File: config.mk
export PLATFORM = sky130hd
export DESIGN_NAME = hermite_curve_point_evaluator_unit
export DESIGN_NICKNAME = d
export VERILOG_FILES = /design/src/rtl/hcpe_pkg.sv /design/src/rtl/hermite_curve_point_evaluator_unit.sv
export SDC_FILE = /design/constraint.sdc
export NUM_CORES = 2
export LEC_CHECK = 0
export BUFFER_PORTS_ARGS = -buffer_cell sky130_fd_sc_hd__buf_2
export CAP_MARGIN = 10
export CELL_PAD_IN_SITES_DETAIL_PLACEMENT = 0
export CELL_PAD_IN_SITES_GLOBAL_PLACEMENT = 1
export CORE_ASPECT_RATIO = 1.2
export CORE_MARGIN = 4
export CORE_UTILIZATION = 53
export CTS_BUF_LIST = sky130_fd_sc_hd__clkbuf_8
export DETAILED_ROUTE_END_ITERATION = 12
export PLACE_DENSITY = 0.93
export SYNTH_ARGS = -nofsm -noshare
export SYNTH_HDL_FRONTEND = slang
export SYNTH_SLANG_ARGS = --single-unit
File: constraint.sdc
create_clock -name clk_i -period 9.7 [get_ports clk_i]
set_input_delay 0.485 -clock clk_i [delete_from_list [all_inputs] [get_ports clk_i]]
set_output_delay 0.485 -clock clk_i [all_outputs]
set_load 0.03 [all_outputs]
File: src/rtl/hcpe_pkg.sv
`default_nettype none

package hcpe_pkg;

  // Field widths of the streaming payload.
  localparam int COORD_W   = 24;
  localparam int SAMPLE_W  = 12;
  localparam int COUNT_W   = 13;
  localparam int NUM_SLOTS = 4;
  localparam int NUM_AXES  = 3;
  localparam int S_DATA_W  = 88;
  localparam int M_DATA_W  = 72;
  localparam int S_USER_W  = 3;

  // Sample count limits and the reset value of the count register.
  localparam int MAX_SAMPLES = 4096;
  localparam logic [COUNT_W-1:0] COUNT_RESET = 13'd200;

  // Curve parameter t: unsigned, 16 fraction bits, 1.0 held exactly.
  localparam int T_W       = 17;
  localparam int TSQ_W     = 2 * T_W;
  localparam logic [T_W-1:0] T_ONE = 17'h10000;
  localparam int DIV_STEPS = T_W;
  localparam int STEP_W    = $clog2(DIV_STEPS);

  // Basis terms carry 24 fraction bits.
  localparam int BASIS_W = 27;
  localparam int HSUM_W  = 28;
  localparam logic signed [HSUM_W-1:0] ONE_Q24 = 28'sd16777216;

  // Shared multiplier and accumulator.
  localparam int MUL_A_W = 35;
  localparam int MUL_B_W = BASIS_W;
  localparam int PROD_W  = MUL_A_W + MUL_B_W;
  localparam int ACC_W   = 52;
  localparam int SHIFT_Q = 24;

  typedef logic signed [COORD_W-1:0] coord_t;
  typedef logic signed [BASIS_W-1:0] basis_t;

  typedef enum logic {
    OP_LOAD = 1'b0,
    OP_EVAL = 1'b1
  } op_e;

  typedef enum logic [2:0] {
    S_IDLE,
    S_DIV,
    S_SQ,
    S_CUBE,
    S_BASIS,
    S_MAC,
    S_DRAIN,
    S_DONE
  } state_e;

endpackage

`default_nettype wire

File: src/rtl/hermite_curve_point_evaluator_unit.sv
// Load request: no result; the unit stays idle and keeps s_axis_tready high.
// Evaluate request: 17 steps of the bit-serial t divider, then 14 passes through
// the single shared multiplier (t squared, t cubed, 12 MACs); no new request is
// taken until the result moves into the output register, held while it is full.
// Reset clears the control vectors, sets the sample count to 200 and drops any
// pending result.
`default_nettype none

module hermite_curve_point_evaluator_unit (
  input  logic                          clk_i,
  input  logic                          rst_ni,
  // tdata: coord_x, coord_y, coord_z, sample, zero padding (lowest bit up)
  input  logic                          s_axis_tvalid,
  output logic                          s_axis_tready,
  input  logic [hcpe_pkg::S_DATA_W-1:0] s_axis_tdata,
  // tuser: op, slot (lowest bit up)
  input  logic [hcpe_pkg::S_USER_W-1:0] s_axis_tuser,
  // tdata: point_x, point_y, point_z (lowest bit up)
  output logic                          m_axis_tvalid,
  input  logic                          m_axis_tready,
  output logic [hcpe_pkg::M_DATA_W-1:0] m_axis_tdata,
  // tuser: clipped
  output logic                          m_axis_tuser,
  input  logic                          cfg_we_i,
  input  logic [hcpe_pkg::COUNT_W-1:0]  cfg_wdata_i
);

  localparam int CW = hcpe_pkg::COORD_W;

  hcpe_pkg::state_e state_q, state_d;

  logic [hcpe_pkg::COUNT_W-1:0]  point_count_q;
  hcpe_pkg::coord_t              cv_q [hcpe_pkg::NUM_SLOTS][hcpe_pkg::NUM_AXES];

  logic [hcpe_pkg::SAMPLE_W-1:0] d_q;
  logic                          one_q;
  logic [hcpe_pkg::SAMPLE_W:0]   r_q;
  logic [hcpe_pkg::T_W-1:0]      q_q;
  logic [hcpe_pkg::STEP_W-1:0]   step_q;

  logic [hcpe_pkg::SHIFT_Q:0]    t2_q;
  hcpe_pkg::basis_t              basis_q [hcpe_pkg::NUM_SLOTS];
  logic [1:0]                    s_q;
  logic [1:0]                    axis_q;

  logic signed [hcpe_pkg::PROD_W-1:0] prod_q;
  logic                               prod_vld_q;
  logic                               prod_first_q;
  logic                               prod_last_q;
  logic [1:0]                         prod_axis_q;
  logic signed [hcpe_pkg::ACC_W-1:0]  acc_q;
  hcpe_pkg::coord_t                   pt_q [hcpe_pkg::NUM_AXES];
  logic                               clip_q;

  logic [hcpe_pkg::M_DATA_W-1:0] out_data_q;
  logic                          out_clip_q;
  logic                          out_valid_q;

  // Request fields.
  hcpe_pkg::op_e                 in_op;
  logic [1:0]                    in_slot;
  hcpe_pkg::coord_t              in_coord [hcpe_pkg::NUM_AXES];
  logic [hcpe_pkg::SAMPLE_W-1:0] in_sample;
  logic                          in_accept;

  assign in_op       = hcpe_pkg::op_e'(s_axis_tuser[0]);
  assign in_slot     = s_axis_tuser[2:1];
  assign in_coord[0] = s_axis_tdata[CW-1:0];
  assign in_coord[1] = s_axis_tdata[2*CW-1:CW];
  assign in_coord[2] = s_axis_tdata[3*CW-1:2*CW];
  assign in_sample   = s_axis_tdata[3*CW+hcpe_pkg::SAMPLE_W-1:3*CW];
  assign in_accept   = s_axis_tvalid && s_axis_tready;

  // Divisor count-1 with the count clamped to 1..MAX_SAMPLES; sample clamped to it.
  logic [hcpe_pkg::COUNT_W-1:0]  count_m1;
  logic [hcpe_pkg::SAMPLE_W-1:0] div_den;
  logic [hcpe_pkg::SAMPLE_W-1:0] idx;

  always_comb begin
    count_m1 = point_count_q - hcpe_pkg::COUNT_W'(1);
    if (point_count_q == '0) begin
      div_den = '0;
    end else if (point_count_q > hcpe_pkg::COUNT_W'(hcpe_pkg::MAX_SAMPLES)) begin
      div_den = hcpe_pkg::SAMPLE_W'(hcpe_pkg::MAX_SAMPLES - 1);
    end else begin
      div_den = count_m1[hcpe_pkg::SAMPLE_W-1:0];
    end
    idx = (in_sample > div_den) ? div_den : in_sample;
  end

  // One restoring division step: a quotient bit of sample * 2^16 / (count-1).
  logic                        div_ge;
  logic [hcpe_pkg::SAMPLE_W:0] div_rem;
  logic                        div_last;

  always_comb begin
    div_ge   = r_q >= {1'b0, d_q};
    div_rem  = div_ge ? (r_q - {1'b0, d_q}) : r_q;
    div_last = step_q == hcpe_pkg::STEP_W'(hcpe_pkg::DIV_STEPS - 1);
  end

  // Hermite basis from t, t^2 and t^3 (t^3 still sits in the product register).
  logic signed [hcpe_pkg::HSUM_W-1:0] e1, e2, e3;
  logic signed [hcpe_pkg::HSUM_W-1:0] h1, h2, h3, h4;

  always_comb begin
    e1 = $signed(hcpe_pkg::HSUM_W'({q_q, 8'b0}));
    e2 = $signed(hcpe_pkg::HSUM_W'(t2_q));
    e3 = $signed(hcpe_pkg::HSUM_W'(prod_q[2*hcpe_pkg::SHIFT_Q:hcpe_pkg::SHIFT_Q]));
    h1 = (e3 <<< 1) - (e2 + (e2 <<< 1)) + hcpe_pkg::ONE_Q24;
    h2 = (e2 + (e2 <<< 1)) - (e3 <<< 1);
    h3 = e3 - (e2 <<< 1) + e1;
    h4 = e3 - e2;
  end

  // Shared multiplier operand selection.
  logic signed [hcpe_pkg::MUL_A_W-1:0] mul_a;
  logic signed [hcpe_pkg::MUL_B_W-1:0] mul_b;
  logic signed [hcpe_pkg::PROD_W-1:0]  mul_p;

  always_comb begin
    case (state_q)
      hcpe_pkg::S_SQ: begin
        mul_a = $signed(hcpe_pkg::MUL_A_W'(q_q));
        mul_b = $signed(hcpe_pkg::MUL_B_W'(q_q));
      end
      hcpe_pkg::S_CUBE: begin
        mul_a = $signed(hcpe_pkg::MUL_A_W'(prod_q[hcpe_pkg::TSQ_W-1:0]));
        mul_b = $signed(hcpe_pkg::MUL_B_W'(q_q));
      end
      default: begin
        mul_a = hcpe_pkg::MUL_A_W'(cv_q[s_q][axis_q]);
        mul_b = basis_q[s_q];
      end
    endcase
    mul_p = mul_a * mul_b;
  end

  // Accumulation, floor to 16 fraction bits and saturation.
  logic signed [hcpe_pkg::ACC_W-1:0] acc_sum;
  logic [hcpe_pkg::ACC_W-hcpe_pkg::SHIFT_Q-CW:0] acc_hi;
  logic                              acc_fits;
  hcpe_pkg::coord_t                  acc_sat;

  always_comb begin
    acc_sum  = (prod_first_q ? '0 : acc_q) + $signed(prod_q[hcpe_pkg::ACC_W-1:0]);
    acc_hi   = acc_sum[hcpe_pkg::ACC_W-1:hcpe_pkg::SHIFT_Q+CW-1];
    acc_fits = (acc_hi == '0) || (acc_hi == '1);
    if (acc_fits) begin
      acc_sat = acc_sum[hcpe_pkg::SHIFT_Q+CW-1:hcpe_pkg::SHIFT_Q];
    end else if (acc_sum[hcpe_pkg::ACC_W-1]) begin
      acc_sat = {1'b1, {(CW-1){1'b0}}};
    end else begin
      acc_sat = {1'b0, {(CW-1){1'b1}}};
    end
  end

  // Sequencer: next state and handshake.
  logic out_load;
  logic mac_last;

  always_comb begin
    state_d       = state_q;
    s_axis_tready = 1'b0;
    out_load      = 1'b0;
    mac_last      = (axis_q == 2'(hcpe_pkg::NUM_AXES - 1)) &&
                    (s_q == 2'(hcpe_pkg::NUM_SLOTS - 1));
    case (state_q)
      hcpe_pkg::S_IDLE: begin
        s_axis_tready = 1'b1;
        if (s_axis_tvalid && (in_op == hcpe_pkg::OP_EVAL)) begin
          state_d = hcpe_pkg::S_DIV;
        end
      end
      hcpe_pkg::S_DIV: begin
        if (div_last) begin
          state_d = hcpe_pkg::S_SQ;
        end
      end
      hcpe_pkg::S_SQ:    state_d = hcpe_pkg::S_CUBE;
      hcpe_pkg::S_CUBE:  state_d = hcpe_pkg::S_BASIS;
      hcpe_pkg::S_BASIS: state_d = hcpe_pkg::S_MAC;
      hcpe_pkg::S_MAC: begin
        if (mac_last) begin
          state_d = hcpe_pkg::S_DRAIN;
        end
      end
      hcpe_pkg::S_DRAIN: state_d = hcpe_pkg::S_DONE;
      hcpe_pkg::S_DONE: begin
        if (!out_valid_q || m_axis_tready) begin
          out_load = 1'b1;
          state_d  = hcpe_pkg::S_IDLE;
        end
      end
      default: state_d = hcpe_pkg::S_IDLE;
    endcase
  end

  always_ff @(posedge clk_i or negedge rst_ni) begin
    if (!rst_ni) begin
      state_q <= hcpe_pkg::S_IDLE;
    end else begin
      state_q <= state_d;
    end
  end

  // Configuration register and the control vector store.
  always_ff @(posedge clk_i or negedge rst_ni) begin
    if (!rst_ni) begin
      point_count_q <= hcpe_pkg::COUNT_RESET;
      for (int s = 0; s < hcpe_pkg::NUM_SLOTS; s++) begin
        for (int a = 0; a < hcpe_pkg::NUM_AXES; a++) begin
          cv_q[s][a] <= '0;
        end
      end
    end else begin
      if (cfg_we_i) begin
        point_count_q <= cfg_wdata_i;
      end
      if (in_accept && (in_op == hcpe_pkg::OP_LOAD)) begin
        for (int a = 0; a < hcpe_pkg::NUM_AXES; a++) begin
          cv_q[in_slot][a] <= in_coord[a];
        end
      end
    end
  end

  // Sequencer counters and pipeline flags.
  always_ff @(posedge clk_i or negedge rst_ni) begin
    if (!rst_ni) begin
      step_q      <= '0;
      s_q         <= '0;
      axis_q      <= '0;
      prod_vld_q  <= 1'b0;
      out_valid_q <= 1'b0;
    end else begin
      prod_vld_q <= state_q == hcpe_pkg::S_MAC;
      if (in_accept) begin
        step_q <= '0;
      end else if (state_q == hcpe_pkg::S_DIV) begin
        step_q <= step_q + 1'b1;
      end
      if (state_q == hcpe_pkg::S_BASIS) begin
        s_q    <= '0;
        axis_q <= '0;
      end else if (state_q == hcpe_pkg::S_MAC) begin
        s_q <= s_q + 1'b1;
        if (s_q == 2'(hcpe_pkg::NUM_SLOTS - 1)) begin
          axis_q <= axis_q + 1'b1;
        end
      end
      if (out_load) begin
        out_valid_q <= 1'b1;
      end else if (m_axis_tready) begin
        out_valid_q <= 1'b0;
      end
    end
  end

  // Datapath: divider, powers of t, basis, products and accumulation.
  always_ff @(posedge clk_i) begin
    if (in_accept) begin
      r_q   <= {1'b0, idx};
      d_q   <= div_den;
      one_q <= div_den == '0;
      q_q   <= '0;
    end else if (state_q == hcpe_pkg::S_DIV) begin
      r_q <= {div_rem[hcpe_pkg::SAMPLE_W-1:0], 1'b0};
      // A count of one pins t to the curve start.
      q_q <= (div_last && one_q) ? '0 : {q_q[hcpe_pkg::T_W-2:0], div_ge};
    end

    case (state_q)
      hcpe_pkg::S_SQ: prod_q <= mul_p;
      hcpe_pkg::S_CUBE: begin
        prod_q <= mul_p;
        t2_q   <= prod_q[hcpe_pkg::TSQ_W-2:8];
      end
      hcpe_pkg::S_BASIS: begin
        basis_q[0] <= h1[hcpe_pkg::BASIS_W-1:0];
        basis_q[1] <= h2[hcpe_pkg::BASIS_W-1:0];
        basis_q[2] <= h3[hcpe_pkg::BASIS_W-1:0];
        basis_q[3] <= h4[hcpe_pkg::BASIS_W-1:0];
        clip_q     <= 1'b0;
      end
      hcpe_pkg::S_MAC: begin
        prod_q       <= mul_p;
        prod_first_q <= s_q == '0;
        prod_last_q  <= s_q == 2'(hcpe_pkg::NUM_SLOTS - 1);
        prod_axis_q  <= axis_q;
      end
      default: ;
    endcase

    if (prod_vld_q) begin
      acc_q <= acc_sum;
      if (prod_last_q) begin
        pt_q[prod_axis_q] <= acc_sat;
        clip_q            <= clip_q | !acc_fits;
      end
    end

    if (out_load) begin
      out_data_q <= {pt_q[2], pt_q[1], pt_q[0]};
      out_clip_q <= clip_q;
    end
  end

  assign m_axis_tvalid = out_valid_q;
  assign m_axis_tdata  = out_data_q;
  assign m_axis_tuser  = out_clip_q;

  // The partial remainder stays below twice the divisor throughout the division.
  assert property (@(posedge clk_i) disable iff (!rst_ni)
    ((state_q == hcpe_pkg::S_DIV) && !one_q) |-> (r_q < {d_q, 1'b0}))
    else $error("divider remainder out of range");

  // The quotient t never exceeds 1.0.
  assert property (@(posedge clk_i) disable iff (!rst_ni)
    (state_q == hcpe_pkg::S_SQ) |-> (q_q <= hcpe_pkg::T_ONE))
    else $error("curve parameter above one");

  // A result only appears as the sequencer completes an evaluation.
  assert property (@(posedge clk_i) disable iff (!rst_ni)
    $rose(out_valid_q) |-> ($past(state_q) == hcpe_pkg::S_DONE))
    else $error("result raised outside completion");

  // Products in flight always belong to a real axis.
  assert property (@(posedge clk_i) disable iff (!rst_ni)
    prod_vld_q |-> (prod_axis_q < 2'(hcpe_pkg::NUM_AXES)))
    else $error("product tagged with an invalid axis");

  // The multiply-accumulate phase is entered only from the basis step.
  assert property (@(posedge clk_i) disable iff (!rst_ni)
    $rose(state_q == hcpe_pkg::S_MAC) |-> ($past(state_q) == hcpe_pkg::S_BASIS))
    else $error("MAC phase entered out of sequence");

endmodule

`default_nettype wire

=== Yosys cells after proc, flatten, opt, wreduce, memory -nomap -nowiden ===
Memory sizes are Yosys's and may differ from the RTL's. A register that Yosys moved wholly into a read port is not among the register bits.
Index checks and enable logic that the tools add are counted.

* Equality and inequality tests: 15
* Bitwise operators: 5
* Mux-type cells: 52
* $mul: 1
* $lt $le $gt $ge: 7
* Add/subtract/negate cells: 13
* Reduce and logical (&&, ||, !) cells: 23

{| class="wikitable"
|+ Operators by type and width
! cell !! number
|-
| $bwmux W288 || 3
|-
| $demux W72 S2 || 3
|-
| $mux W72 || 3
|-
| $bmux W72 S2 || 1
|-
| $mux W24 || 5
|-
| $mux W12 || 6
|-
| $pmux W35 S2 || 1
|-
| $add A52 B52 Y52 || 1
|-
| $mul A35 B27 Y52 || 1
|-
| $mux W52 || 1
|-
| $bmux W24 S2 || 1
|-
| $mux W48 || 1
|-
| $add A25 B26 Y27 || 1
|-
| $add A27 B26 Y27 || 1
|-
| $add A27 B26 Y27 const B || 1
|-
| $mux W27 || 1
|-
| $sub A25 B26 Y27 || 1
|-
| $sub A26 B27 Y27 || 1
|-
| $sub A27 B26 Y27 || 1
|-
| $sub A25 B25 Y26 || 1
|-
| $pmux W3 S8 || 1
|-
| $mux W17 || 1
|-
| $ge A13 B12 Y1 || 1
|-
| $gt A13 B13 Y1 const B || 1
|-
| 33 further kinds || 77
|}

* Output and inout port bits: 75
* Flip-flop bits (word level): 493
* Memories: 2
* Word-level logic and storage cells: 150
* Input port bits: 109
* RAM bits: 180

{| class="wikitable"
|+ Memory list
! name !! words !! bits a word !! read ports !! clocked after Yosys merged registers in !! write ports !! RTL line !! RTL
|-
| basis_q || 4 || 27 || 1 || 0 || 4 || hermite_curve_point_evaluator_unit.sv:42 || <nowiki>hcpe_pkg::basis_t basis_q [hcpe_pkg::NUM_SLOTS];</nowiki>
|-
| pt_q || 3 || 24 || 3 || 3 || 1 || hermite_curve_point_evaluator_unit.sv:52 || <nowiki>hcpe_pkg::coord_t pt_q [hcpe_pkg::NUM_AXES];</nowiki>
|}

=== Depth between registers and ports, before layout ===
* Depth after elaboration: 9
* Depth in mapped cells: 38
* Gate-level depth less buffers: 33

=== Least setup slack after synthesis ===
OpenSTA, ideal clock, no wires.

* Path kind: reg-to-reg
* Start: register s_q[0]
* End: register prod_q[50] (netlist bit), data pin
* Arrival: 8.712 ns
* Buffers on the path: 5
* Path slack: 0.730 ns
* Library setup time: 0.258 ns
* Period minus slack after synthesis: 8.970 ns
* Data required time: 9.442 ns
* Stages on the path, launching flop included: 34
* Cells stage by stage: dfrtp_1 buf_4 buf_4 buf_4 buf_2 mux4_2 nand2_1 a21boi_1 clkbuf_1 nor2_1 fa_1 fa_1 inv_1 fa_1 fa_1 inv_1 fa_1 fa_1 inv_1 fa_1 inv_1 ha_1 a21o_1 a21oi_1 nand2_1 a211o_1 a22o_1 a211oi_1 a211o_1 a31oi_1 a41oi_1 o21ai_0 a21oi_1 xnor2_1

* Longest elaborated chain between the ends: 9
* Elaborated cells on any way between the ends: 11
* Those cells by class: mul: 1; mux: 8; bitwise: 1; memory: 1

{| class="wikitable"
|+ Ends and longest elaborated chain
! what !! RTL line !! RTL
|-
| start, declared || hermite_curve_point_evaluator_unit.sv:43 || <nowiki>logic [1:0] s_q;</nowiki>
|-
| start signal, assigned || hermite_curve_point_evaluator_unit.sv:247 || <nowiki>s_q <= s_q + 1'b1;</nowiki>
|-
| $not A2 Y3 (not written as such) || hermite_curve_point_evaluator_unit.sv:132 || <nowiki>mul_a = hcpe_pkg::MUL_A_W'(cv_q[s_q][axis_q]);</nowiki>
|-
| $bmux W72 S2 || hermite_curve_point_evaluator_unit.sv:132 ||
|-
| $mux W72 (not written as such) (2 in series) || hermite_curve_point_evaluator_unit.sv:132 ||
|-
| $bmux W24 S2 || hermite_curve_point_evaluator_unit.sv:132 ||
|-
| $mux W24 (not written as such) (2 in series) || hermite_curve_point_evaluator_unit.sv:132 ||
|-
| $pmux W35 S2 || hermite_curve_point_evaluator_unit.sv:122 || <nowiki>case (state_q)</nowiki>
|-
| $mul A35 B27 Y52 (*) || hermite_curve_point_evaluator_unit.sv:136 || <nowiki>mul_p = mul_a * mul_b;</nowiki>
|-
| via mul_p, one bit || hermite_curve_point_evaluator_unit.sv:119 || <nowiki>logic signed [hcpe_pkg::PROD_W-1:0] mul_p;</nowiki>
|-
| end signal, assigned || hermite_curve_point_evaluator_unit.sv:274 || <nowiki>hcpe_pkg::S_SQ: prod_q <= mul_p;</nowiki>
|-
| end signal, assigned || hermite_curve_point_evaluator_unit.sv:276 || <nowiki>prod_q <= mul_p;</nowiki>
|-
| end signal, assigned || hermite_curve_point_evaluator_unit.sv:287 || <nowiki>prod_q <= mul_p;</nowiki>
|-
| end, declared || hermite_curve_point_evaluator_unit.sv:46 || <nowiki>logic signed [hcpe_pkg::PROD_W-1:0] prod_q;</nowiki>
|}

Mark *: on every way through the listed nets, which the timed path passes. The rest lies on a longest branch. The select of a mux whose other input is x is not followed.
A chain may end at the register's enable or synchronous reset.

=== Worst setup path in the final report ===
Ends and elaborated chain as after synthesis.

==> out/metrics.cfg <==
[sta]
fin_crit_ns = 9.48
relSlewSlack = 0.207
tightestPinTransition_ns = 1.19
clock_skew_ns = 0.0722
hold_violations = 0
min_period_over_period = 0.977
slew_violations = 0
setup_viol = 0
fmax_mhz = 105

[grt]
antenna_found_initial = 10
grt_pass1_vias = 53100
grt_max_degree = 189
track_usage = 0.296
overflow = 0
grt_pass1_wl_um = 305000

[synth]
synthAdderAreaFrac = 0.326
ys.flop_type = edfxtp_1
synthXorXnorAreaFrac = 0.0307
yosys.area_share.simple = 0.100
seq_area_frac_synth = 0.300
synth_top_area_share = 0.253
synthTopCellsByCount = inv_1 (1,257), fa_1 (866), nand2_1 (720), edfxtp_1 (409), ha_1 (399)
synth_mux_area_frac = 0.0865
synth-edff-count = 409
syn_inst = 6497
synth_top_family_by_area = adder cells
synth_most_common_cell = inv_1
syn_area_per_cell_um2 = 10.5
ys_seq_elements = 743
async_reset_ff_frac = 0.424
synth_nets = 7871
synth_compound_area_frac = 0.0730
yosys.area.top_type = fa_1
ys_warn_count = 0
yosysUniqueCellTypes = 96
synthTopCellsByArea = fa_1 (25%), edfxtp_1 (18%), dfrtp_1 (11%)
synthesis.area_mm2 = 0.0685

[floorplanning]
io_pins = 184
fp.dieH_um = 402
coreArea_mm2 = 0.128
core.rowCount = 144
die_w_um = 336
start_util = 0.533
dieArea_mm2 = 0.135

[clocking]
cts_setup_buffers = 0
cts_buffer_depth = 3
clock_latency_ns = 0.84
clock-root-buffer = clkbuf_8
cts_tree = done
htree_levels = 3
clock_sinks = 743
clk_pin_slew_worst_paths_ns = 0.07
cts_buffers = 117

[outcome]
status = complete, no violations

[worst_hold_path]
worstHoldPathType = in2reg

[route]
vias = 49600
drt.antenna.violating_nets = 0
first_iter_violations = 4002
wl_um = 197000
viasPerCell = 5.76
drc = 0
first_pass_iters = 6
wl_per_cell_um = 22.8

[worst_setup_path]
worstPathRequired_ns = 10.26
path_common_cell = fa_1
cp-start-kind = flop
cp.arrival_ns = 10.04
cp_slowest_cell = mux4_2
cp_slowest_stage_delay_ns = 0.55
worst-setup-path-type = reg2reg
cp-end-kind = flop
cp_max_fo = 25

[finish]
area_delta_synth_final_pct = 10.7
drive_gt1_frac = 0.153
fin_nets = 8205
finish.utilization = 0.590

[place]
hpwlAfterDp_um = 150000
place.gp.congestion = 1.05
io_buffer_count = 179

[run]
drv_cap = 0

-- per-layer routing --
metal / vias to the layer above / track usage / share of wire
li1: 21600 / - / -
met1: 25000 / 0.337 / 0.34
met2: 2229 / 0.488 / 0.48
met3: 820 / 0.0606 / 0.078
met4: 6 / 0.232 / 0.098
met5: - / 0 / 0.00020
-- cells by family after synthesis --
group,after synthesis
adders and majority gates,1265
AOI/OAI and AO/OA,759
muxes,432
DFF,743
and+or+nand+nor,1548
xor gates and xnor gates,239
buffers and inverters,1511
-- cells in the final DEF, fill, tap and decap left out, types with 105 or more instances in the layout --
cell type and instances:
inv_1 1291, fa_1 864, nand2_1 718, edfxtp_1 409, ha_1 399, nor2_1 393
dfrtp_1 308, mux2_2 300, buf_4 181, buf_2 178, a21oi_1 173, xnor2_1 173
o21ai_0 140, clkbuf_8 132, a21o_1 105
-- metrics by stage --
step                hold WS, ns  cells  TNS, ns  area, µm²  worst slack [ns]
global placement          0.400   8298        0      72300             0.183
global route              0.104   8608  -0.0267      75800           -0.0267
finish                    0.104   8613        0      75800             0.219
floorplan                 0.189   6497        0      68500             0.730
detailed placement        0.405   8298        0      72300             0.109
CTS                      0.0100   8604        0      75600           0.00527
-- repair_timing --
action,in CTS,in global routing
endpoints found under the setup margin,0,10
gates resized for setup,0,31
hold endpoints to repair,433,0
hold buffers,92,0
-- cell type report --
type / instances / area [µm²]
Clock buffer: 132 / 1820
Multi-Input combinational cell: 4243 / 42500
Clock inverter: 82 / 568
Antenna cell: 8 / 20.0
Tap cell: 1679 / 2100
Fill cell: 10300 / 52600
Inverter: 1259 / 4730
Timing Repair Buffer: 467 / 3490
Sequential cell: 743 / 20600
-- registers in the layout (all words and copies together), names as in the netlist --
| signal | count |
|---|---|
| d_q | 12 |
| t2_q | 25 |
| point_count_q | 13 |
| prod_vld_q | 1 |
| prod_last_q | 1 |
| basis_q | 106 |
| r_q | 13 |
| pt_q | 72 |
| cv_q | 288 |
| prod_first_q | 1 |
| m_axis_tvalid | 1 |
| s_q | 2 |
| prod_axis_q | 2 |
| m_axis_tuser | 1 |
| clip_q | 1 |
| q_q | 17 |
| axis_q | 2 |
| acc_q | 52 |
| prod_q | 52 |
| one_q | 1 |
| m_axis_tdata | 72 |
| state_q | 3 |
| step_q | 5 |
-- worst max-delay path, delay by kind of cell (launching register included) --
kind | cells | cell delay (ns)
compound gates | 13 | 2.43
xor+xnor | 1 | 0.11
fa+ha+maj | 8 | 3.84
buf+inv | 9 | 1.15
flops | 1 | 0.50
mux | 2 | 0.80
simple gates | 2 | 0.31
-- path summary, 6_finish.rpt --
path / from / end / slack (ns) / depth (start not counted)
max in group asynchronous: rst_ni / s_q[1]$_DFFE_PN0P_ / 7.57 / 3
hold reg to reg: pt_q[0][12]$_DFFE_PP_ / m_axis_tdata[12]$_DFFE_PP_ / 0.41 / 0
setup reg to reg: s_q[0]$_DFFE_PN0P_ / prod_q[50]$_DFFE_PP_ / 0.22 / 35
setup / recovery: s_q[0]$_DFFE_PN0P_ / prod_q[50]$_DFFE_PP_ / 0.22 / 35
min in group asynchronous: rst_ni / cv_q[166]$_DFFE_PN0P_ / 0.39 / 2
hold / removal: cfg_we_i / point_count_q[0]$_DFFE_PN0P_ / 0.10 / 2
Power is not shown: default switching activity piles up to over one toggle a cycle in this logic, so the estimate is an artifact.
